**src/dque_pkg.sv**
```systemverilog
// shared types and codes for the double-ended queue
// operation codes, status codes and field widths; no dependencies

package dque_pkg;

    // operation codes carried in the func field
    localparam logic [1:0] OP_PUSH_TOP      = 2'd0;
    localparam logic [1:0] OP_POP_TOP       = 2'd1;
    localparam logic [1:0] OP_INSERT_BOTTOM = 2'd2;
    localparam logic [1:0] OP_REMOVE_BOTTOM = 2'd3;

    // result status codes
    localparam logic [1:0] ST_OK    = 2'd0;
    localparam logic [1:0] ST_EMPTY = 2'd1;
    localparam logic [1:0] ST_FULL  = 2'd2;

    // fixed field widths of the stream payloads
    localparam int FUNC_W  = 2;
    localparam int VAL_W   = 32;
    localparam int OUT_W   = 32;
    localparam int STAT_W  = 2;
    localparam int CNT_W   = 5;
    localparam int IN_TDATA_W  = 40;
    localparam int OUT_TDATA_W = 104;

    typedef logic [FUNC_W-1:0] func_t;
    typedef logic [STAT_W-1:0] status_t;

    // per-operation control passed from the index logic to the store and the middle stage
    typedef struct packed {
        status_t status;
        logic    wr_en;
    } dque_step_t;

endpackage

```
**src/dque_ctrl.sv**
```systemverilog
// index and count logic of the double-ended queue
// depends on dque_pkg; drives the write and read addresses of dque_ring

module dque_ctrl #(
    parameter int DEPTH      = 16,
    parameter int WORD_WIDTH = 32,
    parameter int IW         = $clog2(DEPTH),
    parameter int CW         = $clog2(DEPTH + 1)
) (
    input  logic                  aclk,
    input  logic                  aresetn,
    input  logic                  accept,
    input  dque_pkg::func_t       func,
    input  logic [WORD_WIDTH-1:0] value,
    input  logic [WORD_WIDTH-1:0] top_word,
    input  logic [WORD_WIDTH-1:0] bot_word,
    output dque_pkg::dque_step_t  step,
    output logic [IW-1:0]         wr_addr,
    output logic [WORD_WIDTH-1:0] wr_data,
    output logic [IW-1:0]         rd_top_addr,
    output logic [IW-1:0]         rd_bot_addr,
    output logic [WORD_WIDTH-1:0] taken,
    output logic [CW-1:0]         count_next
);
    import dque_pkg::*;

    localparam logic [IW-1:0] LAST_IDX = IW'(DEPTH - 1);
    localparam logic [CW-1:0] FULL_CNT = CW'(DEPTH);

    logic [IW-1:0] top_idx_reg, top_idx_next;
    logic [IW-1:0] bot_idx_reg, bot_idx_next;
    logic [CW-1:0] cnt_reg, cnt_next;
    logic          is_empty, is_full, many;
    logic [IW-1:0] top_up, top_down, bot_up, bot_down;

    assign is_empty = (cnt_reg == '0);
    assign is_full  = (cnt_reg >= FULL_CNT);
    assign many     = (cnt_reg > CW'(1));

    // ring wrap without a modulo
    assign top_up   = (top_idx_reg == LAST_IDX) ? '0 : top_idx_reg + IW'(1);
    assign top_down = (top_idx_reg == '0) ? LAST_IDX : top_idx_reg - IW'(1);
    assign bot_up   = (bot_idx_reg == LAST_IDX) ? '0 : bot_idx_reg + IW'(1);
    assign bot_down = (bot_idx_reg == '0) ? LAST_IDX : bot_idx_reg - IW'(1);

    always_comb begin
        top_idx_next = top_idx_reg;
        bot_idx_next = bot_idx_reg;
        cnt_next     = cnt_reg;
        wr_addr      = top_idx_reg;
        taken        = '0;
        step.status  = ST_OK;
        step.wr_en   = 1'b0;
        case (func)
            OP_PUSH_TOP: begin
                if (is_full) begin
                    step.status = ST_FULL;
                end else if (is_empty) begin
                    bot_idx_next = top_idx_reg;
                    wr_addr      = top_idx_reg;
                    step.wr_en   = 1'b1;
                    cnt_next     = CW'(1);
                end else begin
                    top_idx_next = top_up;
                    wr_addr      = top_up;
                    step.wr_en   = 1'b1;
                    cnt_next     = cnt_reg + CW'(1);
                end
            end
            OP_INSERT_BOTTOM: begin
                if (is_full) begin
                    step.status = ST_FULL;
                end else if (is_empty) begin
                    top_idx_next = bot_idx_reg;
                    wr_addr      = bot_idx_reg;
                    step.wr_en   = 1'b1;
                    cnt_next     = CW'(1);
                end else begin
                    bot_idx_next = bot_down;
                    wr_addr      = bot_down;
                    step.wr_en   = 1'b1;
                    cnt_next     = cnt_reg + CW'(1);
                end
            end
            OP_POP_TOP: begin
                if (is_empty) begin
                    step.status = ST_EMPTY;
                end else begin
                    taken    = top_word;
                    cnt_next = cnt_reg - CW'(1);
                    if (many) begin
                        top_idx_next = top_down;
                    end
                end
            end
            OP_REMOVE_BOTTOM: begin
                if (is_empty) begin
                    step.status = ST_EMPTY;
                end else begin
                    taken    = bot_word;
                    cnt_next = cnt_reg - CW'(1);
                    if (many) begin
                        bot_idx_next = bot_up;
                    end
                end
            end
            default: begin
                step.status = ST_OK;
            end
        endcase
        step.wr_en = step.wr_en & accept;
    end

    assign wr_data     = value;
    assign rd_top_addr = top_idx_next;
    assign rd_bot_addr = bot_idx_next;
    assign count_next  = cnt_next;

    always_ff @(posedge aclk) begin
        if (!aresetn) begin
            top_idx_reg <= '0;
            bot_idx_reg <= '0;
            cnt_reg     <= '0;
        end else if (accept) begin
            top_idx_reg <= top_idx_next;
            bot_idx_reg <= bot_idx_next;
            cnt_reg     <= cnt_next;
        end
    end

endmodule

```
**src/dque_ring.sv**
```systemverilog
// ring store of the double-ended queue: one write port, two registered read ports
// depends on dque_pkg; read-during-write of the same slot is forwarded

module dque_ring #(
    parameter int DEPTH      = 16,
    parameter int WORD_WIDTH = 32,
    parameter int IW         = $clog2(DEPTH)
) (
    input  logic                  aclk,
    input  dque_pkg::dque_step_t  step,
    input  logic                  rd_en,
    input  logic [IW-1:0]         wr_addr,
    input  logic [WORD_WIDTH-1:0] wr_data,
    input  logic [IW-1:0]         rd_top_addr,
    input  logic [IW-1:0]         rd_bot_addr,
    output logic [WORD_WIDTH-1:0] top_word,
    output logic [WORD_WIDTH-1:0] bot_word
);
    import dque_pkg::*;

    logic [WORD_WIDTH-1:0] ring_mem [DEPTH];
    logic [WORD_WIDTH-1:0] rd_top_reg, rd_bot_reg, wdata_reg;
    logic                  byp_top_reg, byp_bot_reg;

    always_ff @(posedge aclk) begin
        if (step.wr_en) begin
            ring_mem[wr_addr] <= wr_data;
        end
    end

    // read data held until the next operation, so it always shows the current ends
    always_ff @(posedge aclk) begin
        if (rd_en) begin
            rd_top_reg  <= ring_mem[rd_top_addr];
            rd_bot_reg  <= ring_mem[rd_bot_addr];
            byp_top_reg <= step.wr_en && (rd_top_addr == wr_addr);
            byp_bot_reg <= step.wr_en && (rd_bot_addr == wr_addr);
            wdata_reg   <= wr_data;
        end
    end

    assign top_word = byp_top_reg ? wdata_reg : rd_top_reg;
    assign bot_word = byp_bot_reg ? wdata_reg : rd_bot_reg;

endmodule

```
**src/double_ended_queue.sv**
```systemverilog
// Double-ended queue of DEPTH words held in a ring store. Each input transfer carries an
// operation (push top, pop top, insert bottom, remove bottom) and a word; each one gives
// exactly one result transfer with the removed word, a status (ok, empty, full), the count
// after the operation and the words then at the top and the bottom (zero when empty).
// One operation is taken every clock cycle while results are being taken. On acceptance the
// indices are updated, the store is written and both ends are read into the registered read
// ports; the result then moves from the middle stage into the output register.
// The store needs no clearing after reset; the queue is ready as soon as reset is released.
// depends on dque_pkg, dque_ctrl, dque_ring

module double_ended_queue #(
    parameter int DEPTH      = 16,
    parameter int WORD_WIDTH = 32
) (
    input  logic                                aclk,
    input  logic                                aresetn,
    // operation channel
    input  logic                                s_tvalid,
    output logic                                s_tready,
    input  logic [dque_pkg::IN_TDATA_W-1:0]     s_tdata,  // func[1:0], value[33:2], zero
    // result channel
    output logic                                m_tvalid,
    input  logic                                m_tready,
    output logic [dque_pkg::OUT_TDATA_W-1:0]    m_tdata   // out_value[31:0], status[33:32],
                                                          // count[38:34], top_value[70:39],
                                                          // bottom_value[102:71], zero
);
    import dque_pkg::*;

    localparam int IW = $clog2(DEPTH);
    localparam int CW = $clog2(DEPTH + 1);

    // input field unpacking
    func_t                 in_func;
    logic [WORD_WIDTH-1:0] in_value;
    logic                  accept;

    assign in_func  = s_tdata[FUNC_W-1:0];
    assign in_value = WORD_WIDTH'(s_tdata[FUNC_W +: VAL_W]);
    assign accept   = s_tvalid && s_tready;

    // control and store
    dque_step_t            step;
    logic [IW-1:0]         wr_addr, rd_top_addr, rd_bot_addr;
    logic [WORD_WIDTH-1:0] wr_data, taken, top_word, bot_word;
    logic [CW-1:0]         count_next;

    dque_ctrl #(
        .DEPTH      (DEPTH),
        .WORD_WIDTH (WORD_WIDTH),
        .IW         (IW),
        .CW         (CW)
    ) u_ctrl (
        .aclk        (aclk),
        .aresetn     (aresetn),
        .accept      (accept),
        .func        (in_func),
        .value       (in_value),
        .top_word    (top_word),
        .bot_word    (bot_word),
        .step        (step),
        .wr_addr     (wr_addr),
        .wr_data     (wr_data),
        .rd_top_addr (rd_top_addr),
        .rd_bot_addr (rd_bot_addr),
        .taken       (taken),
        .count_next  (count_next)
    );

    dque_ring #(
        .DEPTH      (DEPTH),
        .WORD_WIDTH (WORD_WIDTH),
        .IW         (IW)
    ) u_ring (
        .aclk        (aclk),
        .step        (step),
        .rd_en       (accept),
        .wr_addr     (wr_addr),
        .wr_data     (wr_data),
        .rd_top_addr (rd_top_addr),
        .rd_bot_addr (rd_bot_addr),
        .top_word    (top_word),
        .bot_word    (bot_word)
    );

    // middle stage: removed word, status and count wait here while the store reads the ends
    logic                  p_valid_reg, p_valid_next;
    logic [WORD_WIDTH-1:0] p_taken_reg;
    status_t               p_status_reg;
    logic [CW-1:0]         p_count_reg;
    logic                  p_move;

    // output register
    logic                  m_valid_reg, m_valid_next;
    logic [OUT_W-1:0]      m_out_value_reg, m_top_reg, m_bottom_reg;
    status_t               m_status_reg;
    logic [CNT_W-1:0]      m_count_reg;
    logic                  p_nonempty;

    assign p_move     = p_valid_reg && (!m_valid_reg || m_tready);
    assign s_tready   = !p_valid_reg || p_move;
    assign p_nonempty = (p_count_reg != '0);

    always_comb begin
        p_valid_next = p_valid_reg;
        if (accept) begin
            p_valid_next = 1'b1;
        end else if (p_move) begin
            p_valid_next = 1'b0;
        end
        m_valid_next = m_valid_reg;
        if (p_move) begin
            m_valid_next = 1'b1;
        end else if (m_tready) begin
            m_valid_next = 1'b0;
        end
    end

    always_ff @(posedge aclk) begin
        if (!aresetn) begin
            p_valid_reg <= 1'b0;
            m_valid_reg <= 1'b0;
        end else begin
            p_valid_reg <= p_valid_next;
            m_valid_reg <= m_valid_next;
        end
    end

    always_ff @(posedge aclk) begin
        if (accept) begin
            p_taken_reg  <= taken;
            p_status_reg <= step.status;
            p_count_reg  <= count_next;
        end
    end

    // ends read as zero when the queue is empty
    always_ff @(posedge aclk) begin
        if (p_move) begin
            m_out_value_reg <= OUT_W'(p_taken_reg);
            m_status_reg    <= p_status_reg;
            m_count_reg     <= CNT_W'(p_count_reg);
            m_top_reg       <= p_nonempty ? OUT_W'(top_word) : '0;
            m_bottom_reg    <= p_nonempty ? OUT_W'(bot_word) : '0;
        end
    end

    assign m_tvalid = m_valid_reg;
    assign m_tdata  = {1'b0, m_bottom_reg, m_top_reg, m_count_reg, m_status_reg,
                       m_out_value_reg};

    // a full report always comes with the queue holding all of its slots
    a_full_count: assert property (@(posedge aclk) disable iff (!aresetn)
        m_valid_reg && (m_status_reg == ST_FULL) |-> (m_count_reg == CNT_W'(DEPTH)))
        else $error("full status with a count below the depth");

    // an empty queue shows zero at both ends
    a_empty_ends: assert property (@(posedge aclk) disable iff (!aresetn)
        m_valid_reg && (m_count_reg == '0) && (DEPTH < 32)
            |-> (m_top_reg == '0) && (m_bottom_reg == '0))
        else $error("nonzero end word with an empty queue");

    // a refused operation takes nothing out
    a_refused_zero: assert property (@(posedge aclk) disable iff (!aresetn)
        m_valid_reg && (m_status_reg != ST_OK) |-> (m_out_value_reg == '0))
        else $error("word taken on an empty or full report");

    // input only stalls when both stages hold results that cannot move
    a_ready_stall: assert property (@(posedge aclk) disable iff (!aresetn)
        !s_tready |-> p_valid_reg && m_valid_reg && !m_tready)
        else $error("input stalled with room in the pipeline");

    // an accepted operation enters the middle stage in the next cycle when the output register is free
    a_pass_on: assert property (@(posedge aclk) disable iff (!aresetn)
        accept && !p_valid_reg && (!m_valid_reg || m_tready) |=> p_valid_reg)
        else $error("accepted operation lost from the middle stage");

endmodule
```
**config.mk**
```make
export PLATFORM = sky130hd
export DESIGN_NAME = double_ended_queue
export DESIGN_NICKNAME = d
export VERILOG_FILES = /design/src/dque_pkg.sv /design/src/dque_ctrl.sv /design/src/dque_ring.sv /design/src/double_ended_queue.sv
export SDC_FILE = /design/constraint.sdc
export NUM_CORES = 1
export LEC_CHECK = 0
export ABC_AREA = 1
export BUFFER_PORTS_ARGS = -buffer_cell sky130_fd_sc_hd__buf_2
export CAP_MARGIN = 25
export CORE_ASPECT_RATIO = 1.2
export CORE_MARGIN = 3
export CORE_UTILIZATION = 45
export CTS_CLUSTER_DIAMETER = 30
export DETAILED_ROUTE_END_ITERATION = 12
export PLACE_DENSITY_LB_ADDON = 0.25
export SLEW_MARGIN = 5
export SYNTH_ARGS = -nofsm -noshare
export SYNTH_HDL_FRONTEND = slang
export SYNTH_HIERARCHICAL = 1
export SYNTH_SLANG_ARGS = --single-unit
```
**constraint.sdc**
```tcl
create_clock -name aclk -period 21.1 [get_ports aclk]
set_input_delay 4.22 -clock aclk [delete_from_list [all_inputs] [get_ports aclk]]
set_output_delay 4.22 -clock aclk [all_outputs]
set_load 0.05 [all_outputs]
```
==> results.yml <==
timing:
  final.min_clock_period_ns: 9.02
  hold_viol: 0
  final_worst_clock_skew_ns: 0.0288
  setup_tns_ns: 0
  slew-limit-headroom_pct: 24.1
  final_setup_viols: 0
  layout_worst_path_cycle_share_pct: 42.8
  rsz_0062_raised_after_global_routing: "no"
  achievable-frequency_mhz: 111
  timing.final.max_slew_violations: 0
  tightestPinTransition_ns: 1.14
worst_hold_path:
  min_delay_worst_endpoint: "m_out_value_reg[7]$_DFFE_PP_"
  worst_hold_path_type: "reg -> reg"
  min_delay_path_depth: 0
  min-delay-start: "p_taken_reg[7]$_DFFE_PP_"
floorplan:
  fp.dieArea_sq_um: 89300
  die_width_um: 273
  number_of_top_level_pins: 150
  start_util_pct: 45.4
  die_h_um: 327
  core_region_area_sq_um: 84900
  row_count: 117
setup_path:
  reg_to_reg_start: "u_ctrl/cnt_reg[0]$_SDFFE_PN0P_"
  critPathLaunch: "m_tready"
  r2r_end: "u_ring/rd_top_reg[27]$_DFFE_PP_"
  worstPathMaxFanout: 3
  critPathRequiredTime_ns: 16.88
  r2r_setup_slack_ns: 15.22
  critPathKind: "in -> out"
  critPathArrivalTime_ns: 4.80
  setup.worst_path.end_class: "primary output"
  startpoint_type: "primary input"
  rr_worst_depth: 19
synth:
  syn-num-nets: 4210
  netlist_area_pre_place_sq_um: 38600
  postSynthRegisterBits: 767
  ys.warnings.count: 6
  yosys.cell_types.count: 40
  postSynthCellCount: 4158
  syn_area_per_cell_sq_um: 9.28
  sequential_share_of_the_synthesized_area_pct: 59.3
placement:
  buffer_ports.inserted: 142
  place.detailed.hpwl_mm: 58.8
  routabilityCongestion: 0.836
clock_network:
  cts.hold.buffers_added: 0
  cts.root.buffer_cell: "sky130_fd_sc_hd__clkbuf_16"
  cts_made_buffers: 133
  clock_sinks: 767
  cts.reportedPaths.clkPinSlew_ns: 0.05
  tritoncts: "done"
  clock_latency_ns: 0.72
  post-cts-setup-buffer-count: 0
  cts_resized: 0
  htree_num_levels: 4
  clock_path_buffers: 3
run_status:
  status: "complete, no violations"
route:
  vias: 29600
  detailedRoute.firstIterationViolations: 3029
  ant_nets: 0
  routed_wire_length_per_instance_um: 20.4
  drt_first_pass_iters: 8
  route.detailed.drc: 0
  wl_mm: 111
  drt-vias-per-instance: 5.45
global_route:
  grt_remaining_overflow: 0
  antenna_violations_before_repair: 9
  grt_pass1_wl_mm: 166
  grt_max_degree: 132
  via_count_of_the_first_global_routing_pass: 28300
  grt_usage_pct: 24.6
final_layout:
  largest_register_by_flop_count: "u_ring/ring_mem"
  layout-drive-gt1-share_pct: 12.0
  areaGrowthSynthToFinish_pct: 14.0
  layout.core_utilization_pct: 51.8
  fill_cells: 7562
  finalNetCount: 4255
  largest_reg_flops: 512
power_and_ir_drop:
  max-vdd-ir-drop_mv: 0.0794
  p_per_area_nw_per_um2: 113
  leakage_uw: 0.0192
job:
  max_cap_viol_count: 0
## Yosys cell counts (all sizes together)
| master | instances | area share (%) |
|---|---|---|
| nand2 | 1280 | 12 |
| nand3 | 937 | 12 |
| edfxtp | 752 | 59 |
| inv | 657 | 6.4 |
| buf | 260 | 4.8 |
| mux2 | 64 | 1.9 |
| nor2 | 47 | 0.52 |
| a21oi | 34 | 0.44 |
| a22o | 23 | 0.52 |
| clkbuf | 23 | 0.22 |
| o21ai | 21 | 0.29 |
| dfxtp | 15 | 0.78 |
| nand4 | 11 | 0.18 |
| o211ai | 10 | 0.21 |
| ha | 8 | 0.26 |
| a211oi | 3 | 0.058 |
| o221ai | 3 | 0.068 |
| xnor2 | 3 | 0.068 |
| nor3 | 2 | 0.026 |
| a21o | 1 | 0.019 |
| conb | 1 | 0.0097 |
| nand3b | 1 | 0.019 |
| o2111ai | 1 | 0.023 |
| o21bai | 1 | 0.019 |
## final cells by class
cell class	count	area, sq um	area share [%]
multi-input cells	2451	11500	26.0
repair buffers	193	1190	2.71
clock buffers	148	3490	7.94
flip-flops and latches	767	22900	52.0
diodes	1	2.50	0.00569
clock inverters	92	1050	2.39
inverters	657	2500	5.69
well taps	1130	1410	3.21
## through the flow
stage               power, uW  area, sq um  cells  setup WS (ns)  hold slack, ns
finish                   4980        44000   5439          12.08           0.416
global route             5170        44000   5439          12.04           0.418
CTS                      4990        44000   5437          12.07           0.417
detailed placement       2830        39400   5197          12.06           0.407
global placement         2820        39300   5193          12.10           0.402
floorplan                2580        38600   4158          10.64           0.400
## cell usage in the layout, fill, tap and decap left out, drive strengths merged, types with 11 or more instances in the layout
cell type  instances
nand2           1280
nand3            937
edfxtp           752
inv              674
buf              193
clkbuf           148
mux2              64
nor2              47
clkinv            42
a21oi             34
a22o              23
o21ai             21
bufinv            17
clkinvlp          16
dfxtp             15
nand4             11
## critical path, stage by stage
cell                      delay [ns]
sky130_fd_sc_hd__buf_2          0.09
sky130_fd_sc_hd__inv_1          0.12
sky130_fd_sc_hd__nand3_1        0.13
sky130_fd_sc_hd__buf_2          0.24
## routing by layer
metal  wire (um)  share of wire (%)  up-vias  GRT usage, %
met5          56              0.050        -             0
met4        5350                4.8       10          12.8
met3       10300                9.3      408          4.50
met2       52900                 48     1579          41.2
met1       42300                 38    13900          30.3
li1            -                  -    13700             -
## worst max path at each step
stage	endpoint	cells past startpoint	slack [ns]
after floorplan	u_ring/ring_mem[12][0]$_DFFE_PP_	9	10.64
after global routing	s_tready	4	12.04
after detailed placement	s_tready	4	12.06
final	s_tready	4	12.08
after global placement	s_tready	4	12.10
after CTS	s_tready	4	12.07
## report_power, final
group,internal [uW],switching (uW),leakage (uW)
combinational,273,744,0.00996
clock,1410,752,0.00218
sequential,1780,24.3,0.00707
total,3460,1520,0.0192
## cell families after synthesis
kind of cell | count (synthesis) | share of synthesized area (%)
AO/OA/AOI/OAI | 97 | 1.65
XOR/XNOR | 3 | 0.0681
adder cells (fa/ha/maj) | 8 | 0.259
buffers and inverters | 940 | 11.4
flip-flops | 767 | 59.3
multiplexers | 64 | 1.87
other | 1 | 0.00972
AND/OR/NAND/NOR | 2278 | 25.4
Power figures use the tool's default switching activity.
